<file path="config.mk">
export PLATFORM = sky130hd
export DESIGN_NAME = tcw_front
export DESIGN_NICKNAME = d
export VERILOG_FILES = /design/src/rtl/tcw_pkg.sv /design/src/rtl/tcw_front.sv
export SDC_FILE = /design/constraint.sdc
export NUM_CORES = 1
export LEC_CHECK = 0
export BUFFER_PORTS_ARGS = -buffer_cell sky130_fd_sc_hd__buf_2
export CAP_MARGIN = 20
export CORE_AREA = 2 2 39 41
export DETAILED_ROUTE_END_ITERATION = 8
export DIE_AREA = 0 0 41 43
export PLACE_DENSITY = 0.66
export SYNTH_ARGS = -nofsm -noshare
export SYNTH_HDL_FRONTEND = slang
export SYNTH_SLANG_ARGS = --single-unit
export TNS_END_PERCENT = 10
</file>
<file path="constraint.sdc">
create_clock -name vclk -period 2.7
set_input_delay 0.27 -clock vclk [all_inputs]
set_output_delay 0.27 -clock vclk [all_outputs]
set_load 0.1 [all_outputs]
</file>
<file path="src/rtl/tcw_pkg.sv">
package tcw_pkg;

    localparam int DEFAULT_COLUMNS = 80;
    localparam int DEFAULT_ROWS    = 25;
    localparam int CELL_WIDTH      = 16;
    localparam int QUEUE_DEPTH     = 2;

    // Action codes of an input request.
    localparam logic [1:0] ACT_CHAR      = 2'd0;
    localparam logic [1:0] ACT_BACKSPACE = 2'd1;
    localparam logic [1:0] ACT_CLEAR     = 2'd2;
    localparam logic [1:0] ACT_READ      = 2'd3;

    // Character codes with a meaning of their own.
    localparam logic [7:0] CH_TAB     = 8'h09;
    localparam logic [7:0] CH_LF      = 8'h0A;
    localparam logic [7:0] CH_VT      = 8'h0B;
    localparam logic [7:0] CH_CR      = 8'h0D;
    localparam logic [7:0] CH_NUL     = 8'h00;
    localparam logic [7:0] BLANK_CHAR = 8'h20;
    localparam logic [7:0] RESET_ATTR = 8'h07;

    localparam logic [7:0] TAB_STEP  = 8'd4;
    localparam logic [7:0] TAB_MASK  = ~8'd3;
    localparam logic [5:0] VTAB_STEP = 6'd3;

    typedef struct packed {
        logic [1:0] action;
        logic [7:0] char_code;
        logic [4:0] read_row;
        logic [6:0] read_col;
    } in_item_t;

    typedef struct packed {
        logic [6:0] cursor_col;
        logic [4:0] cursor_row;
        logic [7:0] cell_char;
        logic [7:0] cell_attr;
    } out_item_t;

    typedef enum logic [2:0] {
        KIND_PRINT,
        KIND_NEWLINE,
        KIND_RETURN,
        KIND_TAB,
        KIND_VTAB,
        KIND_BACKSPACE,
        KIND_CLEAR,
        KIND_READ
    } cmd_kind_t;

    typedef struct packed {
        cmd_kind_t  kind;
        logic [7:0] ch;
        logic [4:0] read_row;
        logic [6:0] read_col;
        logic       read_ok;
    } cmd_t;

    typedef struct packed {
        logic full;
        logic empty;
    } queue_status_t;

endpackage

</file>
<file path="src/rtl/tcw_front.sv">
module tcw_front #(
    parameter int COLUMNS = tcw_pkg::DEFAULT_COLUMNS,
    parameter int ROWS    = tcw_pkg::DEFAULT_ROWS
) (
    input  logic                  in_valid,
    output logic                  in_stall,
    input  tcw_pkg::in_item_t     in_data,
    input  tcw_pkg::queue_status_t q_status,
    input  logic                  init_busy,
    output logic                  push,
    output tcw_pkg::cmd_t         cmd
);
    import tcw_pkg::*;

    localparam logic [5:0] ROWS_W = 6'(ROWS);
    localparam logic [7:0] COLS_W = 8'(COLUMNS);

    assign in_stall = q_status.full || init_busy;
    assign push     = in_valid && !in_stall;

    always_comb
    begin
        cmd.ch       = in_data.char_code;
        cmd.read_row = in_data.read_row;
        cmd.read_col = in_data.read_col;
        cmd.read_ok  = ({1'b0, in_data.read_row} < ROWS_W) &&
                       ({1'b0, in_data.read_col} < COLS_W);
        case (in_data.action)
            ACT_CHAR:
            begin
                case (in_data.char_code)
                    CH_LF:   cmd.kind = KIND_NEWLINE;
                    CH_CR:   cmd.kind = KIND_RETURN;
                    CH_TAB:  cmd.kind = KIND_TAB;
                    CH_VT:   cmd.kind = KIND_VTAB;
                    default: cmd.kind = KIND_PRINT;
                endcase
            end
            ACT_BACKSPACE: cmd.kind = KIND_BACKSPACE;
            ACT_CLEAR:     cmd.kind = KIND_CLEAR;
            ACT_READ:      cmd.kind = KIND_READ;
            default:       cmd.kind = KIND_READ;
        endcase
    end

endmodule

</file>
* After elaboration in Yosys (flattened, before gate mapping)
Index checks and enable logic that the tools add are counted.
** Word-level totals
- Register bits after elaboration :: 0
- Output and inout port bits :: 26
** Operators by class
- Order comparisons :: 2
- Equal/unequal tests :: 7
- Muxes and demuxes :: 2
- Reductions and logical operators :: 5
** Operator list (number)
- $eq A8 B4 Y1 const B :: 4
- $pmux W3 S4 :: 2
- $lt A7 B7 Y1 const B :: 1
- $lt A5 B5 Y1 const B :: 1
- $eq A2 B2 Y1 const B :: 2
- $eq A2 B1 Y1 const B :: 1
- $logic_and A1 B1 Y1 :: 2
- $logic_not A2 Y1 :: 1
- $logic_not A1 Y1 :: 1
- $logic_or A1 B1 Y1 :: 1

* Longest topological paths before layout
- Depth in word-level cells :: 3
- Depth in mapped cells :: 2

* Worst setup path after synthesis
Ideal clock, no wire load.
- Kind :: input-to-output
- Start :: input in_data[17] (netlist bit)
- End :: output cmd[23] (netlist bit)
- Arrival :: 3.082 ns
- Path slack :: -0.652 ns
- Stages on the path :: 2
- Path buffers :: 0
- Path through :: or4_4 > o31ai_1
** RTL lines
- start: declaration :: RTL line tcw_front.sv:7 : input tcw_pkg::in_item_t in_data,
- end: declaration :: RTL line tcw_front.sv:11 : output tcw_pkg::cmd_t cmd

==> summary.txt <==
Worst setup path
  • Crit-path cells: buf_2 -> or4_4 -> o41ai_2 -> buf_2
  • Crit Path Max Fanout: 3
  • CP required: 2.43 ns
  • Buf/Inv on CP: 2
  • Crit end category: primary output
  • Crit-path max cell delay: 0.55 ns
  • Startpoint types: input pin
  • Most common cell on crit path: buf_2
  • Critical Path AT: 1.68 ns
  • Cell family with most CP delay: buffers and inverters
  • WS Path Type: in -> out
  • Slowest-stage cell, CP: or4_4

Final layout
  • Layout Cells excl Fill: 76
  • Finished Cell Area: 355.3 um^2
  • Clock buffers: 0
  • Antenna Cells: 0
  • Share of layout cells above drive strength 1: 78.33%
  • Seq cells: 0
  • Net count, final: 88
  • Post-layout util: 25.68%
  • Area growth syn-to-layout: 33.96%
  • FF+latch area: 0 um^2

Drt
  • Routed WL: 655 um
  • Residual DRC: 0
  • Avg Vias per Cell: 4.303
  • Post-DR wirelength/cell: 8.618 um
  • Routed Antenna Nets: 0
  • Vias: 327
  • Pre-antenna DRT Iters: 1
  • Iteration-0 DRC Markers: 0

CTS
  • Post-CTS sizing: 0
  • Hold_buf cts: 0
  • Post-CTS Setup Bufs: 0

Logic synthesis
  • Cells after Synth: 37
  • Synth Area in Adders: 0%
  • Yosys warning count: 0
  • Syn Nets: 63
  • Synth top cells by count: buf_4, nor2_1, inv_1
  • Main combinational cell family by area after synthesis: buffers and inverters
  • Post-synth top area cell: buf_4
  • Unique masters post-synth: 15
  • Post-synthesis xor/xnor area fraction: 3.302%
  • Post-Syn Area per Cell: 7.169 um^2
  • Post-synthesis compound-gate area fraction: 17.92%
  • Mapped Area: 265.3 um^2
  • Sequential share of the synthesized area: 0%
  • Most common cell in the netlist: buf_4
  • Synth area leaders: buf_4, o41ai_2, nor2_1
  • Post-synth top area share: 56.60%
  • Synth Area in Simple Gates: 19.34%
  • Multiplexer share of the synthesized area: 0%

Timing
  • Slew Limit Fails: 0
  • Period utilization: 72.05%
  • Final setup fails: 0
  • RSZ-0062 raised after global routing: false
  • Post-Route Setup TNS: 0 ns
  • Worst-margin pin slew: 0.4902 ns
  • Max-Slew Margin vs Limit: 67.54%
  • Highest clock rate: 514.1 MHz
  • Final hold violation count: 0
  • Crit path time final: 1.945 ns

GRT
  • Grt total ovfl: 0
  • Initial antenna violation count: 0
  • Largest net degree at the start of global routing: 5
  • GR Util All Layers: 6.593%
  • Number of global-route vias before repair: 258
  • First-pass GRT wire length: 869 um

Die
  • Starting Density: 19.17%
  • Die span in x: 41 um
  • IO Pins: 52
  • Die H: 43 um
  • Die Area: 0.001763 mm^2
  • Rows: 14
  • Core region area: 0.001384 mm^2

Placed design
  • RePlAce Congestion: 0.5699
  • DP HPWL: 631.3 um
  • Inst Count DP: 76
  • DP Area: 355.3 um^2
  • I/O Buffers: 43

Power
  • Maximum VDD drop: 133.0 uV
  • Leak Pwr: 0.2141 nW
  • Pwr Density: 499.5 mW/mm^2

Job
  • Max cap viols: 0

Run status
  • Status: finished clean

Min path
  • Worst Hold Class: in -> out
[path summary, 6_finish.rpt]
check,startpoint,end,slack (ns),depth (start not counted)
setup / recovery,in_data[17],cmd[21],0.75,4
hold / removal,in_data[2],cmd[3],0.54,0
[cell type report]
type / instances / area, um^2
fill: 159 / 1028
inverter: 2 / 7.507
timing repair buffer: 43 / 215.2
multi-input combinational: 15 / 112.6
tap: 16 / 20.02
[cells in the final DEF (no fill, tap or decap)]
cell type	synthesis	routed
a41o_1	1	1
inv_1	2	2
buf_2	0	43
nand2b_1	1	1
o41ai_2	1	1
nor4_1	1	1
o311ai_0	1	1
xnor2_1	1	1
or4_4	1	1
nand2_1	1	1
and2_1	1	1
or2_2	1	1
o31ai_2	0	1
nor2_1	3	3
o21ai_0	1	1
[per-stage QoR]
step | power [mW] | hold WS (ns) | setup WS [ns]
CTS | 0.1787 | 0.5407 | 0.7416
floorplan | 0.1881 | 0.7515 | -0.1554
global route | 0.1842 | 0.5402 | 0.7084
detailed placement | 0.1785 | 0.5407 | 0.7487
finish | 0.1775 | 0.5400 | 0.7547
global placement | 0.1779 | 0.5407 | 0.7405
[metal layers]
| layer | share of wire, % | track usage (%) | routed length, um | vias up |
|---|---|---|---|---|
| met1 | 29 | 5.696 | 192 | 132 |
| met5 | 0 | 0 | 0 | - |
| li1 | - | - | - | 152 |
| met4 | 0.92 | 2.000 | 6 | 0 |
| met2 | 42 | 14.06 | 278 | 39 |
| met3 | 27 | 0 | 177 | 4 |
[power by group]
group	switching [mW]	total [mW]	internal (mW)
Clock	0	0	0
Combinational	0.149	0.178	0.0283
Sequential	0	0	0
[cells by family (layout without fill, tap and decap cells)]
logic type,Yosys count,count (layout)
buffers and inverters,22,45
AO/OA/AOI/OAI,5,5
XOR/XNOR,1,1
AND/OR/NAND/NOR,9,9
Note: power is estimated with default switching activity, not from simulation.
