$ cat src/rtl/tcw_pkg.sv
package tcw_pkg;

    localparam int DEFAULT_COLUMNS = 80;
    localparam int DEFAULT_ROWS    = 25;
    localparam int CELL_WIDTH      = 16;
    localparam int QUEUE_DEPTH     = 2;

    // Action codes of an input request.
    localparam logic [1:0] ACT_CHAR      = 2'd0;
    localparam logic [1:0] ACT_BACKSPACE = 2'd1;
    localparam logic [1:0] ACT_CLEAR     = 2'd2;
    localparam logic [1:0] ACT_READ      = 2'd3;

    // Character codes with a meaning of their own.
    localparam logic [7:0] CH_TAB     = 8'h09;
    localparam logic [7:0] CH_LF      = 8'h0A;
    localparam logic [7:0] CH_VT      = 8'h0B;
    localparam logic [7:0] CH_CR      = 8'h0D;
    localparam logic [7:0] CH_NUL     = 8'h00;
    localparam logic [7:0] BLANK_CHAR = 8'h20;
    localparam logic [7:0] RESET_ATTR = 8'h07;

    localparam logic [7:0] TAB_STEP  = 8'd4;
    localparam logic [7:0] TAB_MASK  = ~8'd3;
    localparam logic [5:0] VTAB_STEP = 6'd3;

    typedef struct packed {
        logic [1:0] action;
        logic [7:0] char_code;
        logic [4:0] read_row;
        logic [6:0] read_col;
    } in_item_t;

    typedef struct packed {
        logic [6:0] cursor_col;
        logic [4:0] cursor_row;
        logic [7:0] cell_char;
        logic [7:0] cell_attr;
    } out_item_t;

    typedef enum logic [2:0] {
        KIND_PRINT,
        KIND_NEWLINE,
        KIND_RETURN,
        KIND_TAB,
        KIND_VTAB,
        KIND_BACKSPACE,
        KIND_CLEAR,
        KIND_READ
    } cmd_kind_t;

    typedef struct packed {
        cmd_kind_t  kind;
        logic [7:0] ch;
        logic [4:0] read_row;
        logic [6:0] read_col;
        logic       read_ok;
    } cmd_t;

    typedef struct packed {
        logic full;
        logic empty;
    } queue_status_t;

endpackage

$ cat src/rtl/tcw_queue.sv
module tcw_queue (
    input  logic                   clk,
    input  logic                   rst_n,
    input  logic                   push,
    input  tcw_pkg::cmd_t          push_data,
    input  logic                   pop,
    output tcw_pkg::cmd_t          head,
    output tcw_pkg::queue_status_t status
);
    import tcw_pkg::*;

    localparam int PW = (QUEUE_DEPTH > 1) ? $clog2(QUEUE_DEPTH) : 1;
    localparam int CW = $clog2(QUEUE_DEPTH + 1);
    localparam logic [PW-1:0] PTR_LAST = PW'(QUEUE_DEPTH - 1);
    localparam logic [CW-1:0] CNT_FULL = CW'(QUEUE_DEPTH);

    cmd_t          entries_reg [QUEUE_DEPTH];
    logic [PW-1:0] wr_ptr_reg, wr_ptr_next;
    logic [PW-1:0] rd_ptr_reg, rd_ptr_next;
    logic [CW-1:0] count_reg, count_next;

    assign head         = entries_reg[rd_ptr_reg];
    assign status.full  = (count_reg == CNT_FULL);
    assign status.empty = (count_reg == '0);

    always_comb
    begin
        wr_ptr_next = wr_ptr_reg;
        rd_ptr_next = rd_ptr_reg;
        count_next  = count_reg;
        if (push)
        begin
            wr_ptr_next = (wr_ptr_reg == PTR_LAST) ? '0 : wr_ptr_reg + 1'b1;
        end
        if (pop)
        begin
            rd_ptr_next = (rd_ptr_reg == PTR_LAST) ? '0 : rd_ptr_reg + 1'b1;
        end
        case ({push, pop})
            2'b10:   count_next = count_reg + 1'b1;
            2'b01:   count_next = count_reg - 1'b1;
            default: count_next = count_reg;
        endcase
    end

    always_ff @(posedge clk or negedge rst_n)
    begin
        if (!rst_n)
        begin
            wr_ptr_reg <= '0;
            rd_ptr_reg <= '0;
            count_reg  <= '0;
        end
        else
        begin
            wr_ptr_reg <= wr_ptr_next;
            rd_ptr_reg <= rd_ptr_next;
            count_reg  <= count_next;
        end
    end

    always_ff @(posedge clk)
    begin
        if (push)
        begin
            entries_reg[wr_ptr_reg] <= push_data;
        end
    end

endmodule

$ cat config.mk
export PLATFORM = sky130hd
export DESIGN_NAME = tcw_queue
export DESIGN_NICKNAME = d
export VERILOG_FILES = /design/src/rtl/tcw_pkg.sv /design/src/rtl/tcw_queue.sv
export SDC_FILE = /design/constraint.sdc
export NUM_CORES = 1
export LEC_CHECK = 0
export BUFFER_PORTS_ARGS = -buffer_cell sky130_fd_sc_hd__buf_2
export CAP_MARGIN = 20
export CORE_MARGIN = 4
export CORE_UTILIZATION = 55
export DETAILED_ROUTE_END_ITERATION = 7
export PLACE_DENSITY = 0.83
export SETUP_SLACK_MARGIN = 0.3
export SLEW_MARGIN = 10
export SYNTH_ARGS = -nofsm -noshare
export SYNTH_HDL_FRONTEND = slang
export SYNTH_SLANG_ARGS = --single-unit
export TNS_END_PERCENT = 1
$ cat constraint.sdc
create_clock -name clk -period 3.8 [get_ports clk]
set_clock_uncertainty 0.15 [all_clocks]
set_input_delay 0 -clock clk [delete_from_list [all_inputs] [get_ports clk]]
set_output_delay 0 -clock clk [all_outputs]
set_load 0.02 [all_outputs]
======== Word-level counts from Yosys, hierarchy flattened ========
Memories as Yosys holds them, arrays and structs flattened.
Index checks and enable logic that the tools add are counted.
operators by class
  $add $sub $neg .......................... 4
  multiply operators ...................... 0
  divide/modulo/power cells ............... 0
  $lt $le $gt $ge ......................... 0
  eq/ne operators ......................... 3
  shift operators ......................... 0
  multiplexer cells ....................... 5
  bitwise logic cells ..................... 0
  reduce and logical (&&, ||, !) cells .... 2
operators by type and width
  kind                 count
  $eq 2x2->1 const B   2
  $mux 1               4
  $pmux 2 s2           1
  $add 1x1->1 const B  2
  $add 2x1->2 const B  1
  $eq 2x1->1 const B   1
  $logic_not 2->1      1
  $reduce_bool 2->1    1
  $sub 2x1->2 const B  1
word-level totals
  register bits ........................... 4
  bits in latches ......................... 0
  RAM bits ................................ 48
  ROM bits ................................ 0
  bits of input ports ..................... 28
  output and inout bits ................... 26
  logic and storage cells ................. 18
  memories ................................ 1
memories
  name         words  bits a word  rd ports  clocked after memory_dff  write ports  RTL line         source
  entries_reg  2      24           1         0                         1            tcw_queue.sv:17  cmd_t entries_reg [QUEUE_DEPTH];

======== Logic depth before layout (Yosys ltp) ========
  depth after elaboration ................. 2
  gate-level depth with buffers ........... 5

======== Worst setup path after synthesis ========
Ideal clock, no wire load.
  path type ............................... reg2reg
  from .................................... reg wr_ptr_reg
  to ...................................... mem entries_reg[0][0] (netlist name), enable pin
  library setup time ...................... 0.405 ns
  data arrival time ....................... 1.429 ns
  slack ................................... 1.816 ns
  cell stages (with the launch flop) ...... 2
  period minus slack after synthesis ...... 1.984 ns
  cells stage by stage .................... dfrtp_1 nor2_1
RTL lines
  element                 RTL line         source
  from (decl)             tcw_queue.sv:18  logic [PW-1:0] wr_ptr_reg, wr_ptr_next;
  from (signal assigned)  tcw_queue.sv:56  wr_ptr_reg <= wr_ptr_next;
  to (decl)               tcw_queue.sv:17
Straight into the memory's write port.

==> summary.md <==
| Metric | Value |
|---|---|
| Status | finished clean |
| Worst R2R Start | wr_ptr_reg |
| Grt total ovfl | 0 |
| # resized after CTS | 0 |
| DRC Markers | 0 |
| Antenna violations before repair | 0 |
| Syn Std Cell Area | 2020 µm² |
| Area grow syn2layout | 33.9% |
| Final Max Slew Viols | 0 |
| Clock root buffer | clkbuf_8 |
| Largest register FFs | 48 |
| Syn_area_per_cell | 22.2 µm² |
| Setup bufs post-CTS | 0 |
| Vias in the first global route | 1071 |
| Clock sinks | 52 |
| Cells after Synth | 91 |
| Crit path max fanout | 15 |
| Final Hold Viols | 0 |
| H-tree depth | 2 |
| CP arrival | 1.92 ns |
| Core area | 3440 µm² |
| IO buf count | 53 |
| Hold-fix buffers at CTS | 28 |
| Sw Pwr | 0.558 mW |
| Die Y | 68.6 µm |
| Synth Net Count | 120 |
| Row cnt | 21 |
| PwrDens | 675 nW/µm² |
| RSZ-0062 raised after global routing | false |
| Hold Crit Start | push_data[1] |
| Yosys cell types | 13 |
| Initial cell density of the core | 0.586 |
| P_int | 1.27 mW |
| First-pass GRT wire length | 4910 µm |
| Routability cong. | 0.629 |
| Power share of the clock group | 0.188 |
| Flop pwr share | 0.458 |
| Io pins | 54 |
| Design area | 2700 µm² |
| Layout cells sized above 1 | 0.480 |
| Commonest non-fill, non-tap cell in the layout | buf_2 |
| Max clock buf depth | 2 |
| Vias per cell | 4.60 |
| Total routed wirelength | 3140 µm |
| Largest net degree at the start of global routing | 25 |
| Die area | 4700 µm² |
| Setup Crit Path Kind | reg2out |
| Critical path required time | 3.65 ns |
| Worst-path clk slew | 0.08 ns |
| Startpoint types | flip-flop |
| Sequential fraction of the synthesis area | 0.764 |
| Max cap viols | 0 |
| GRT met2 Usage | 0.257 |
| Most frequent cells in the layout | 53 x buf_2, 48 x edfxtp_1, 28 x dlygate4sd3_1 |
| Fin crit period | 2.07 ns |
| Slew @ Worst Pin | 0.696 ns |
| CTS tree | done |
| Comb power frac | 0.355 |
| Met1 usage | 0.177 |
| Number of DRC markers in iteration 0 | 36 |
| Cell depth of the worst flop-to-flop path | 2 |
| Period utilization | 0.544 |
| Die Width | 68.6 µm |
| Via count | 1034 |
| CP Capture Type | output pin |
| #FFs+latches synth | 52 |
| Switching part of the total | 0.306 |
| Worst vdd ir | 0.000438 V |
| Pleak | 1.11 nW |
| Antenna-violating nets left | 0 |
| Clk Latency, worst-skew pair | 0.29 ns |
| Nets@finish | 207 |
| First-pass iteration count of the detailed router | 4 |
| Synth Warn # | 0 |
| Hpwl dp | 2090 µm |
| DR WL/cell | 13.9 µm |
| Max frequency | 484 MHz |
| Placed inst area | 2300 µm² |
| Post-route setup TNS | 0 ns |
| GR peak layer | met2 |
| N_diodes | 0 |
| Worst relative slew slack | 0.536 |
| Total track usage | 0.151 |
| TritonCTS buffer count | 5 |
| Final setup viols | 0 |
| Hold crit path type | in2reg |
| Crit path from | rd_ptr_reg |
| WHS Path Cells | 2 |
| GR Layer Usage met3 | 0.0454 |
routing by layer:
layer	wire length (µm)	vias up	part of all wire
li1	-	515	-
met1	1190	480	0.38
met2	1720	36	0.55
met3	203	3	0.065
met4	29	0	0.0093
met5	0	-	0
critical path, cell delays in order (launching register included):
cell	delay, ns
dfrtp_1	0.72
buf_4	0.38
mux2_2	0.37
buf_2	0.16
area by class of cell:
| cell class | count | area, µm² |
|---|---|---|
| Inverter | 1 | 3.75 |
| Clock buffer | 5 | 68.8 |
| Multi-Input combinational cell | 35 | 429 |
| Clock inverter | 3 | 37.5 |
| Sequential cell | 52 | 1540 |
| Tap cell | 46 | 57.6 |
| Fill cell | 201 | 739 |
| Timing Repair Buffer | 83 | 564 |
power by group through the flow:
stage                     sequential (mW)  combinational, mW  clock (mW)
after floorplan                     0.809              0.538           0
after global placement              0.840              0.616           0
after detailed placement            0.852              0.626           0
after CTS                           0.839              0.649       0.358
after global routing                0.848              0.694       0.382
final                               0.835              0.648       0.342
metrics by stage:
| stage | utilization | hold WS (ns) | setup WS [ns] | cells | power (mW) |
|---|---|---|---|---|---|
| floorplan | - | -0.446 | 1.82 | 91 | 1.35 |
| global placement | 0.668 | -0.340 | 1.97 | 188 | 1.46 |
| detailed placement | 0.668 | -0.331 | 1.90 | 188 | 1.48 |
| CTS | 0.780 | 0.266 | 1.67 | 224 | 1.85 |
| global route | 0.785 | 0.263 | 1.60 | 225 | 1.92 |
| finish | 0.785 | 0.277 | 1.73 | 225 | 1.82 |
path summary, 6_finish.rpt:
path | end | slack, ns
setup / recovery | head[23] | 1.73
hold / removal | entries_reg[0][1] | 0.28
setup reg to reg | entries_reg[1][5] | 2.07
hold reg to reg | count_reg[1] | 0.38
max in group asynchronous | count_reg[0] | 2.83
min in group asynchronous | wr_ptr_reg | 0.47
synth_stat cells:
master,count,share of area
buf_12,2,0.020
edfxtp_1,48,0.71
mux2_4,19,0.14
nor2b_1,1,0.0031
mux2_2,5,0.028
and2_1,1,0.0031
dfrtp_1,4,0.050
inv_1,1,0.0019
xor2_1,3,0.013
ha_1,1,0.0062
xnor2_1,2,0.0087
buf_6,1,0.0056
nor2_1,3,0.0056
cell families (layout without fill, tap and decap cells):
| logic type | after synthesis | count (layout) | synth area share |
|---|---|---|---|
| fa+ha+maj | 1 | 1 | 0.00620 |
| mux | 24 | 24 | 0.169 |
| simple gates | 5 | 5 | 0.0118 |
| xor+xnor | 5 | 5 | 0.0217 |
| buf+inv | 4 | 92 | 0.0273 |
| flops | 52 | 52 | 0.764 |
(Power assumes the default switching activity.)
